File: config.mk
export PLATFORM = sky130hd
export DESIGN_NAME = matrix_multiply_4x4
export DESIGN_NICKNAME = d
export VERILOG_FILES = /design/src/design/mm4_pkg.sv /design/src/design/matrix_multiply_4x4.sv /design/src/design/mm4_ctrl.sv /design/src/design/mm4_dpath.sv
export SDC_FILE = /design/constraint.sdc
export NUM_CORES = 2
export LEC_CHECK = 0
export ABC_AREA = 0
export BUFFER_PORTS_ARGS = -buffer_cell sky130_fd_sc_hd__buf_2
export CAP_MARGIN = 20
export CORE_MARGIN = 10
export CORE_UTILIZATION = 55
export DETAILED_ROUTE_END_ITERATION = 8
export GPL_TIMING_DRIVEN = 0
export PLACE_DENSITY = 0.83
export SYNTH_ARGS = -nofsm -noshare
export SYNTH_HDL_FRONTEND = slang
export SYNTH_HIERARCHICAL = 1
export SYNTH_SLANG_ARGS = --single-unit
File: constraint.sdc
create_clock -name clk -period 9 [get_ports clk]
set_input_delay 1.8 -clock clk [delete_from_list [all_inputs] [get_ports clk]]
set_output_delay 1.8 -clock clk [all_outputs]
set_load 0.02 [all_outputs]
File: src/design/mm4_pkg.sv
package mm4_pkg;

  // Defaults for the top-level parameters
  localparam int DIM_DEF        = 4;
  localparam int DATA_WIDTH_DEF = 32;

  // Fixed port widths and number format
  localparam int INDEX_W   = 4;
  localparam int ELEM_W    = 32;
  localparam int FRAC_BITS = 16;

  // Controller to datapath commands, one set per cycle
  typedef struct packed {
    logic wr_en;       // store the accepted load request
    logic mac_en;      // read one operand pair and start a multiply
    logic acc_first;   // first term of a dot product
    logic acc_last;    // last term of a dot product
    logic final_cell;  // last term of the last product element
  } cmd_t;

  // Datapath to controller status
  typedef struct packed {
    logic pipe_busy;   // some term or result still in flight
  } status_t;

endpackage

File: src/design/matrix_multiply_4x4.sv
// Load request without in_load_done: busy stays low, so loads may issue back to back.
// Multiply: busy rises after the request with in_load_done set and stays high until
// the last result has left, one multiply-accumulate per cycle on a single shared MAC.
// Results: DIM*DIM strobes, one per product element, never stalled;
// busy drops once the drain state sees the pipeline empty after the last strobe.
// Reset: synchronous, active low; control clears, matrix contents are undefined.
module matrix_multiply_4x4 #(
  parameter int DIM        = mm4_pkg::DIM_DEF,
  parameter int DATA_WIDTH = mm4_pkg::DATA_WIDTH_DEF
) (
  input  logic                               clk,
  input  logic                               rst_n,
  input  logic                               start,
  output logic                               busy,
  input  logic                               in_matrix_sel,
  input  logic [mm4_pkg::INDEX_W-1:0]        in_elem_index,
  input  logic signed [mm4_pkg::ELEM_W-1:0]  in_element_value,
  input  logic                               in_load_done,
  output logic                               out_valid,
  output logic [mm4_pkg::INDEX_W-1:0]        out_result_index,
  output logic signed [mm4_pkg::ELEM_W-1:0]  out_result_value,
  output logic                               out_saturated,
  output logic                               out_last_result
);

  localparam int IDX_W = $clog2(DIM*DIM);

  mm4_pkg::cmd_t    cmd;
  mm4_pkg::status_t status;
  logic [IDX_W-1:0] a_addr, b_addr, elem_idx;

  mm4_ctrl #(
    .DIM (DIM)
  ) u_ctrl (
    .clk       (clk),
    .rst_n     (rst_n),
    .start     (start),
    .load_done (in_load_done),
    .status    (status),
    .cmd       (cmd),
    .a_addr    (a_addr),
    .b_addr    (b_addr),
    .elem_idx  (elem_idx),
    .busy      (busy)
  );

  mm4_dpath #(
    .DIM        (DIM),
    .DATA_WIDTH (DATA_WIDTH)
  ) u_dpath (
    .clk       (clk),
    .rst_n     (rst_n),
    .cmd       (cmd),
    .a_addr    (a_addr),
    .b_addr    (b_addr),
    .elem_idx  (elem_idx),
    .wr_sel    (in_matrix_sel),
    .wr_index  (in_elem_index),
    .wr_value  (in_element_value),
    .status    (status),
    .res_valid (out_valid),
    .res_index (out_result_index),
    .res_value (out_result_value),
    .res_sat   (out_saturated),
    .res_last  (out_last_result)
  );

endmodule

File: src/design/mm4_ctrl.sv
module mm4_ctrl #(
  parameter int DIM = mm4_pkg::DIM_DEF
) (
  input  logic                          clk,
  input  logic                          rst_n,
  input  logic                          start,
  input  logic                          load_done,
  input  mm4_pkg::status_t              status,
  output mm4_pkg::cmd_t                 cmd,
  output logic [$clog2(DIM*DIM)-1:0]    a_addr,
  output logic [$clog2(DIM*DIM)-1:0]    b_addr,
  output logic [$clog2(DIM*DIM)-1:0]    elem_idx,
  output logic                          busy
);

  localparam int IDX_W = $clog2(DIM*DIM);
  localparam int CNT_W = $clog2(DIM);

  localparam logic [1:0] ST_IDLE  = 2'd0;
  localparam logic [1:0] ST_RUN   = 2'd1;
  localparam logic [1:0] ST_DRAIN = 2'd2;

  logic [1:0]       state_r, state_nxt;
  logic [CNT_W-1:0] row_r, row_nxt;
  logic [CNT_W-1:0] col_r, col_nxt;
  logic [CNT_W-1:0] k_r, k_nxt;
  logic [IDX_W-1:0] cell_r, cell_nxt;
  logic             k_end, col_end, row_end;

  assign k_end   = (k_r == CNT_W'(DIM - 1));
  assign col_end = (col_r == CNT_W'(DIM - 1));
  assign row_end = (row_r == CNT_W'(DIM - 1));

  assign a_addr   = IDX_W'(row_r) * IDX_W'(DIM) + IDX_W'(k_r);
  assign b_addr   = IDX_W'(k_r) * IDX_W'(DIM) + IDX_W'(col_r);
  assign elem_idx = cell_r;
  assign busy     = (state_r != ST_IDLE);

  always_comb begin
    state_nxt      = state_r;
    row_nxt        = row_r;
    col_nxt        = col_r;
    k_nxt          = k_r;
    cell_nxt       = cell_r;
    cmd            = '0;
    unique case (state_r)
      ST_IDLE: begin
        cmd.wr_en = start;
        if (start && load_done) begin
          row_nxt   = '0;
          col_nxt   = '0;
          k_nxt     = '0;
          cell_nxt  = '0;
          state_nxt = ST_RUN;
        end
      end
      ST_RUN: begin
        cmd.mac_en     = 1'b1;
        cmd.acc_first  = (k_r == '0);
        cmd.acc_last   = k_end;
        cmd.final_cell = k_end && col_end && row_end;
        if (k_end) begin
          k_nxt    = '0;
          cell_nxt = cell_r + 1'b1;
          if (col_end) begin
            col_nxt = '0;
            row_nxt = row_r + 1'b1;
            if (row_end) begin
              state_nxt = ST_DRAIN;
            end
          end else begin
            col_nxt = col_r + 1'b1;
          end
        end else begin
          k_nxt = k_r + 1'b1;
        end
      end
      ST_DRAIN: begin
        // hold off new requests until the last result has left
        if (!status.pipe_busy) begin
          state_nxt = ST_IDLE;
        end
      end
      default: begin
        state_nxt = ST_IDLE;
      end
    endcase
  end

  always_ff @(posedge clk) begin
    if (!rst_n) begin
      state_r <= ST_IDLE;
      row_r   <= '0;
      col_r   <= '0;
      k_r     <= '0;
      cell_r  <= '0;
    end else begin
      state_r <= state_nxt;
      row_r   <= row_nxt;
      col_r   <= col_nxt;
      k_r     <= k_nxt;
      cell_r  <= cell_nxt;
    end
  end

endmodule

File: src/design/mm4_dpath.sv
module mm4_dpath #(
  parameter int DIM        = mm4_pkg::DIM_DEF,
  parameter int DATA_WIDTH = mm4_pkg::DATA_WIDTH_DEF
) (
  input  logic                               clk,
  input  logic                               rst_n,
  input  mm4_pkg::cmd_t                      cmd,
  input  logic [$clog2(DIM*DIM)-1:0]         a_addr,
  input  logic [$clog2(DIM*DIM)-1:0]         b_addr,
  input  logic [$clog2(DIM*DIM)-1:0]         elem_idx,
  input  logic                               wr_sel,
  input  logic [mm4_pkg::INDEX_W-1:0]        wr_index,
  input  logic [mm4_pkg::ELEM_W-1:0]         wr_value,
  output mm4_pkg::status_t                   status,
  output logic                               res_valid,
  output logic [mm4_pkg::INDEX_W-1:0]        res_index,
  output logic signed [mm4_pkg::ELEM_W-1:0]  res_value,
  output logic                               res_sat,
  output logic                               res_last
);

  localparam int CELLS  = DIM * DIM;
  localparam int IDX_W  = $clog2(CELLS);
  localparam int CMP_W  = ((IDX_W > mm4_pkg::INDEX_W) ? IDX_W : mm4_pkg::INDEX_W) + 1;
  localparam int PROD_W = 2 * DATA_WIDTH;
  localparam int ACC_W  = PROD_W + $clog2(DIM);
  localparam int TOP_W  = ACC_W - DATA_WIDTH + 1;
  localparam int OUT_IW = mm4_pkg::INDEX_W;
  localparam int OUT_VW = mm4_pkg::ELEM_W;

  logic [DATA_WIDTH-1:0] left_mem  [CELLS];
  logic [DATA_WIDTH-1:0] right_mem [CELLS];

  logic [CMP_W-1:0] wr_ext;
  logic             wr_ok;
  logic [IDX_W-1:0] wr_addr;

  logic signed [DATA_WIDTH-1:0] a_q_r, b_q_r;
  logic                         s1_v_r, s1_first_r, s1_last_r, s1_final_r;
  logic [IDX_W-1:0]             s1_cell_r;

  logic signed [PROD_W-1:0]     prod_r;
  logic                         s2_v_r, s2_first_r, s2_last_r, s2_final_r;
  logic [IDX_W-1:0]             s2_cell_r;

  logic signed [ACC_W-1:0]      acc_r, acc_nxt;
  logic                         s3_v_r, s3_final_r;
  logic [IDX_W-1:0]             s3_cell_r;

  logic signed [ACC_W-1:0]      shifted;
  logic [TOP_W-1:0]             top_bits;
  logic                         fits;
  logic signed [DATA_WIDTH-1:0] clamp_val;

  logic                         out_v_r, out_sat_r, out_last_r;
  logic [OUT_IW-1:0]            out_idx_r;
  logic signed [DATA_WIDTH-1:0] out_val_r;

  // Load port: an index past the matrix writes nothing
  assign wr_ext  = CMP_W'(wr_index);
  assign wr_ok   = cmd.wr_en && (wr_ext < CMP_W'(CELLS));
  assign wr_addr = wr_ext[IDX_W-1:0];

  always_ff @(posedge clk) begin
    if (wr_ok && !wr_sel) begin
      left_mem[wr_addr] <= wr_value[DATA_WIDTH-1:0];
    end
    if (wr_ok && wr_sel) begin
      right_mem[wr_addr] <= wr_value[DATA_WIDTH-1:0];
    end
    a_q_r <= left_mem[a_addr];
    b_q_r <= right_mem[b_addr];
  end

  // Product, accumulate and floor/saturate stages
  assign acc_nxt = s2_first_r ? ACC_W'(prod_r) : acc_r + ACC_W'(prod_r);

  assign shifted   = acc_r >>> mm4_pkg::FRAC_BITS;
  assign top_bits  = shifted[ACC_W-1:DATA_WIDTH-1];
  assign fits      = (&top_bits) || !(|top_bits);
  assign clamp_val = acc_r[ACC_W-1] ? {1'b1, {(DATA_WIDTH-1){1'b0}}}
                                    : {1'b0, {(DATA_WIDTH-1){1'b1}}};

  always_ff @(posedge clk) begin
    s1_first_r <= cmd.acc_first;
    s1_last_r  <= cmd.acc_last;
    s1_final_r <= cmd.final_cell;
    s1_cell_r  <= elem_idx;
    prod_r     <= a_q_r * b_q_r;
    s2_first_r <= s1_first_r;
    s2_last_r  <= s1_last_r;
    s2_final_r <= s1_final_r;
    s2_cell_r  <= s1_cell_r;
    if (s2_v_r) begin
      acc_r <= acc_nxt;
    end
    s3_final_r <= s2_final_r;
    s3_cell_r  <= s2_cell_r;
    out_val_r  <= fits ? shifted[DATA_WIDTH-1:0] : clamp_val;
    out_sat_r  <= !fits;
    out_last_r <= s3_final_r;
    out_idx_r  <= OUT_IW'(s3_cell_r);
  end

  always_ff @(posedge clk) begin
    if (!rst_n) begin
      s1_v_r  <= 1'b0;
      s2_v_r  <= 1'b0;
      s3_v_r  <= 1'b0;
      out_v_r <= 1'b0;
    end else begin
      s1_v_r  <= cmd.mac_en;
      s2_v_r  <= s1_v_r;
      s3_v_r  <= s2_v_r && s2_last_r;
      out_v_r <= s3_v_r;
    end
  end

  assign status.pipe_busy = s1_v_r || s2_v_r || s3_v_r || out_v_r;

  assign res_valid = out_v_r;
  assign res_index = out_idx_r;
  assign res_value = OUT_VW'(out_val_r);
  assign res_sat   = out_sat_r && out_v_r;
  assign res_last  = out_last_r && out_v_r;

endmodule

==> qor.log <==
[outcome] result of the run finished, final reports clean
[route] detailed-route vias per instance 6.23
[final_layout] area of the multi-input gates 44200 um^2
[final_layout] register area 36800 um^2
[clock_network] clock tree from TritonCTS yes
[clock_network] hold-fix buffers at CTS 0
[final_layout] Area Growth Syn to Fin 10.3%
[critical_path] start-to-end type of the worst setup path reg -> reg
[route] total met2 wirelength after detailed routing 135 mm
[synthesis] async set-or-reset flop fraction in the synthesized netlist 0%
[place] Placed Area 89900 um^2
[clock_network] sink count of the clock tree 1291
[clock_network] number of clock buffers inserted by TritonCTS 120
[global_routing] vias in the first global route 57900
[critical_path] most repeated library cell on the critical path sky130_fd_sc_hd__fa_1
[timing] Relative slew margins 11.8%
[route] post-route ant nets 0
[timing] unrepaired setup endpoints after global routing yes
[synthesis] Avg Cell Area, Syn 13.4 um^2
[timing] post-route clock skew 0.159 ns
[global_routing] total gr overflow 0
[final_layout] cell area after layout 94600 um^2
[synthesis] Post-Synthesis Cell Area 85800 um^2
[timing] fin crit period 8.93 ns
[place] Port Buffers 80
[route] highest routing layer actually used met5
[die] effective utilization at floorplan 55.5%
[die] core outline area 155000 um^2
[route] final routed wire length divided by cell count 32.2 um
[global_routing] first-pass GRT wire length 410 mm
[global_routing] antenna violations before repair 32
[critical_path] critical path fanouts, max 10
[timing] share of the clock period used by the worst path 99.2%
[critical_path] endpoint class of the critical path register
[clock_network] CTS H-Tree Depth 3
[place] Routability Congestion 1.04
[timing] Least-Margin Pin Slew 1.32 ns
[synthesis] sequential-to-total area share from yosys stat 42.8%
[final_layout] number of fill cells 11500
[critical_path] slowest cell delay on critical path 1.01 ns
[timing] final hold violations 0
[timing] Achievable Freq 112 MHz
[route] detailed-routing wirelength on met1 99.6 mm
[critical_path] crit path max-delay cell type sky130_fd_sc_hd__clkbuf_1
[die] Die Wd 415 um
[route] DRT Wirelength 285 mm
[die] Die H 415 um
[critical_path] CP top delay family adder cells
[die] Boundary Pins 81
[synthesis] dominant synthesized flop cell sky130_fd_sc_hd__edfxtp_1
[synthesis] synthesized netlist cell count 6420
[clock_network] root buffer cell sky130_fd_sc_hd__clkbuf_16
[global_routing] GRT Overall Usage 33.0%
[critical_path] launching element type of the critical path register
[die] die footprint 172000 um^2
[timing] setup-violating endpoint count in the final report 0
[route] violation count after the first detailed-routing iteration 6562
[critical_path] sum of buffers and inverters on the critical path 7
[synthesis] Yosys Warn Count 6
[route] routed length on met3 32.1 mm
[final_layout] count of placed standard cells in the final layout, fillers left out 8854
[timing] Total Neg Setup Slack 0 ns
[clock_network] insertion delay of the later-clocked pin in the worst-skew pair 0.84 ns
[final_layout] final core area utilization 61.2%
[synthesis] unique cell type count in the Yosys netlist 89
[clock_network] worst-case clock buffer depth 3
[final_layout] most common cell after layout, fill and taps aside sky130_fd_sc_hd__edfxtp_1
[critical_path] critical path data required time 9.62 ns
[timing] Final Slew Violations 0
[final_layout] commonest cells after routing, fill and taps aside sky130_fd_sc_hd__edfxtp_1, sky130_fd_sc_hd__fa_1, sky130_fd_sc_hd__inv_1
[synthesis] number of enable-type register cells in the synthesized netlist 1090
[final_layout] number of nets in the final layout 8072
[hold_path] worst hold path type reg -> reg
[synthesis] Yosys reg bits 1291
[route] First-pass DRT Iterations 6
[clock_network] clock-pin slew reported for the worst setup and hold paths after clock tree synthesis 0.06 ns
[place] HPWL after detailed placement 207 mm
[critical_path] crit path DAT 9.54 ns
[die] placement row count 144
[route] number of DRC violations after detailed routing 0
[route] via count of the routed design 55200
[job] Maximum Capacitance Violations 0
[global_routing] maximum number of pins on one net before global-route repair 36
[final_layout] fraction of layout cells with a size suffix above 1 12.5%
[place] number of cells after detailed placement 8591
[synthesis] nets in the synthesized netlist 7798
-- metrics by stage --
stage / hold WS, ns / worst slack (ns)
global placement: 0.312 / -0.756
finish: 0.326 / 0.0743
CTS: 0.317 / 0.00672
floorplan: 0.310 / 1.03
detailed placement: 0.312 / -0.876
global route: 0.331 / -0.0950
-- area by class of cell --
cell class / count / area share [%]
Tap cell: 2044 / 2.70
Clock inverter: 58 / 0.881
Sequential cell: 1291 / 38.9
Inverter: 1046 / 4.16
Multi-Input combinational cell: 3762 / 46.7
Antenna cell: 13 / 0.0344
Buffer: 321 / 1.46
Timing Repair Buffer: 152 / 1.73
Clock buffer: 167 / 3.48
-- per-layer routing --
| metal | vias up | global-route usage (%) |
|---|---|---|
| met1 | 28400 | 40.7 |
| met2 | 3944 | 53.8 |
| met4 | 32 | 16.9 |
| met3 | 947 | 8.63 |
| met5 | - | 0 |
| li1 | 21900 | - |
-- registers in the layout, indices dropped and copies added (netlist names), 2 cells and up --
register	count
u_ctrl/col_r	2
u_dpath/a_q_r	32
u_dpath/acc_r	66
u_dpath/prod_r	64
u_dpath/s3_cell_r	4
u_dpath/left_mem	512
u_ctrl/k_r	2
u_dpath/res_index	4
u_ctrl/elem_idx	4
u_ctrl/state_r	2
u_dpath/res_value	32
u_dpath/s1_cell_r	4
u_dpath/s2_cell_r	4
u_ctrl/row_r	2
u_dpath/right_mem	512
u_dpath/b_q_r	32
-- cells by family (layout without fill, tap and decap cells) --
kind of cell	Yosys count	in the layout	synth area share [%]
flops	1291	1291	42.8
xor+xnor	121	121	1.24
buf+inv	1367	1744	6.02
simple gates	1470	1470	8.51
compound gates	508	508	3.95
fa+ha+maj	1337	1337	29.0
mux	326	326	8.48
other cells	0	13	0
-- worst paths after layout --
path         slack [ns]  cells past startpoint                   end            startpoint
max reg2reg        0.07                     28    u_dpath/prod_r[63]     u_dpath/a_q_r[27]
min reg2reg        0.33                      0  u_dpath/s2_cell_r[3]  u_dpath/s1_cell_r[3]
min                0.33                      0  u_dpath/s2_cell_r[3]  u_dpath/s1_cell_r[3]
max                0.07                     28    u_dpath/prod_r[63]     u_dpath/a_q_r[27]
-- synth_stat cells, types with 4 or more instances --
master,instances,share of area (%)
sky130_fd_sc_hd__and2_1,516,3.8
sky130_fd_sc_hd__or3_1,5,0.036
sky130_fd_sc_hd__nor2b_1,15,0.11
sky130_fd_sc_hd__buf_1,24,0.11
sky130_fd_sc_hd__and3_1,12,0.087
sky130_fd_sc_hd__edfxtp_1,1090,38
sky130_fd_sc_hd__nand2b_1,23,0.17
sky130_fd_sc_hd__o22ai_1,5,0.036
sky130_fd_sc_hd__a221o_1,6,0.070
sky130_fd_sc_hd__inv_1,1045,4.6
sky130_fd_sc_hd__dfxtp_1,201,4.7
sky130_fd_sc_hd__a21oi_1,132,0.77
sky130_fd_sc_hd__fa_1,1083,25
sky130_fd_sc_hd__o211ai_1,7,0.061
sky130_fd_sc_hd__nor2_1,134,0.59
sky130_fd_sc_hd__nand3_1,33,0.19
sky130_fd_sc_hd__nand2_1,636,2.8
sky130_fd_sc_hd__a211oi_1,17,0.15
sky130_fd_sc_hd__o31ai_1,14,0.12
sky130_fd_sc_hd__nor3_1,23,0.13
sky130_fd_sc_hd__mux4_2,320,8.4
sky130_fd_sc_hd__o21ai_0,111,0.65
sky130_fd_sc_hd__o21ai_1,5,0.029
sky130_fd_sc_hd__a31oi_1,13,0.095
sky130_fd_sc_hd__xor2_1,38,0.39
sky130_fd_sc_hd__mux2_2,5,0.066
sky130_fd_sc_hd__o21a_1,20,0.17
sky130_fd_sc_hd__xnor2_1,83,0.85
sky130_fd_sc_hd__a221oi_1,4,0.041
sky130_fd_sc_hd__o31a_1,6,0.061
sky130_fd_sc_hd__clkbuf_1,289,1.3
sky130_fd_sc_hd__nor3b_1,5,0.044
sky130_fd_sc_hd__o21bai_1,24,0.21
sky130_fd_sc_hd__nand4_1,30,0.22
sky130_fd_sc_hd__nor4_1,8,0.058
sky130_fd_sc_hd__ha_1,254,3.7
sky130_fd_sc_hd__a21o_1,104,0.91
-- repair_timing --
action / CTS / global route
setup buffers: 1 / 6
gates resized for setup: 75 / 124
endpoints found under the setup margin: 15 / 13
cloned: 0 / 0
pin swaps: 0 / 2
Power is left out: the tool's default activity adds up to more than one toggle a clock period on the data nets, which glitch-free logic cannot reach.
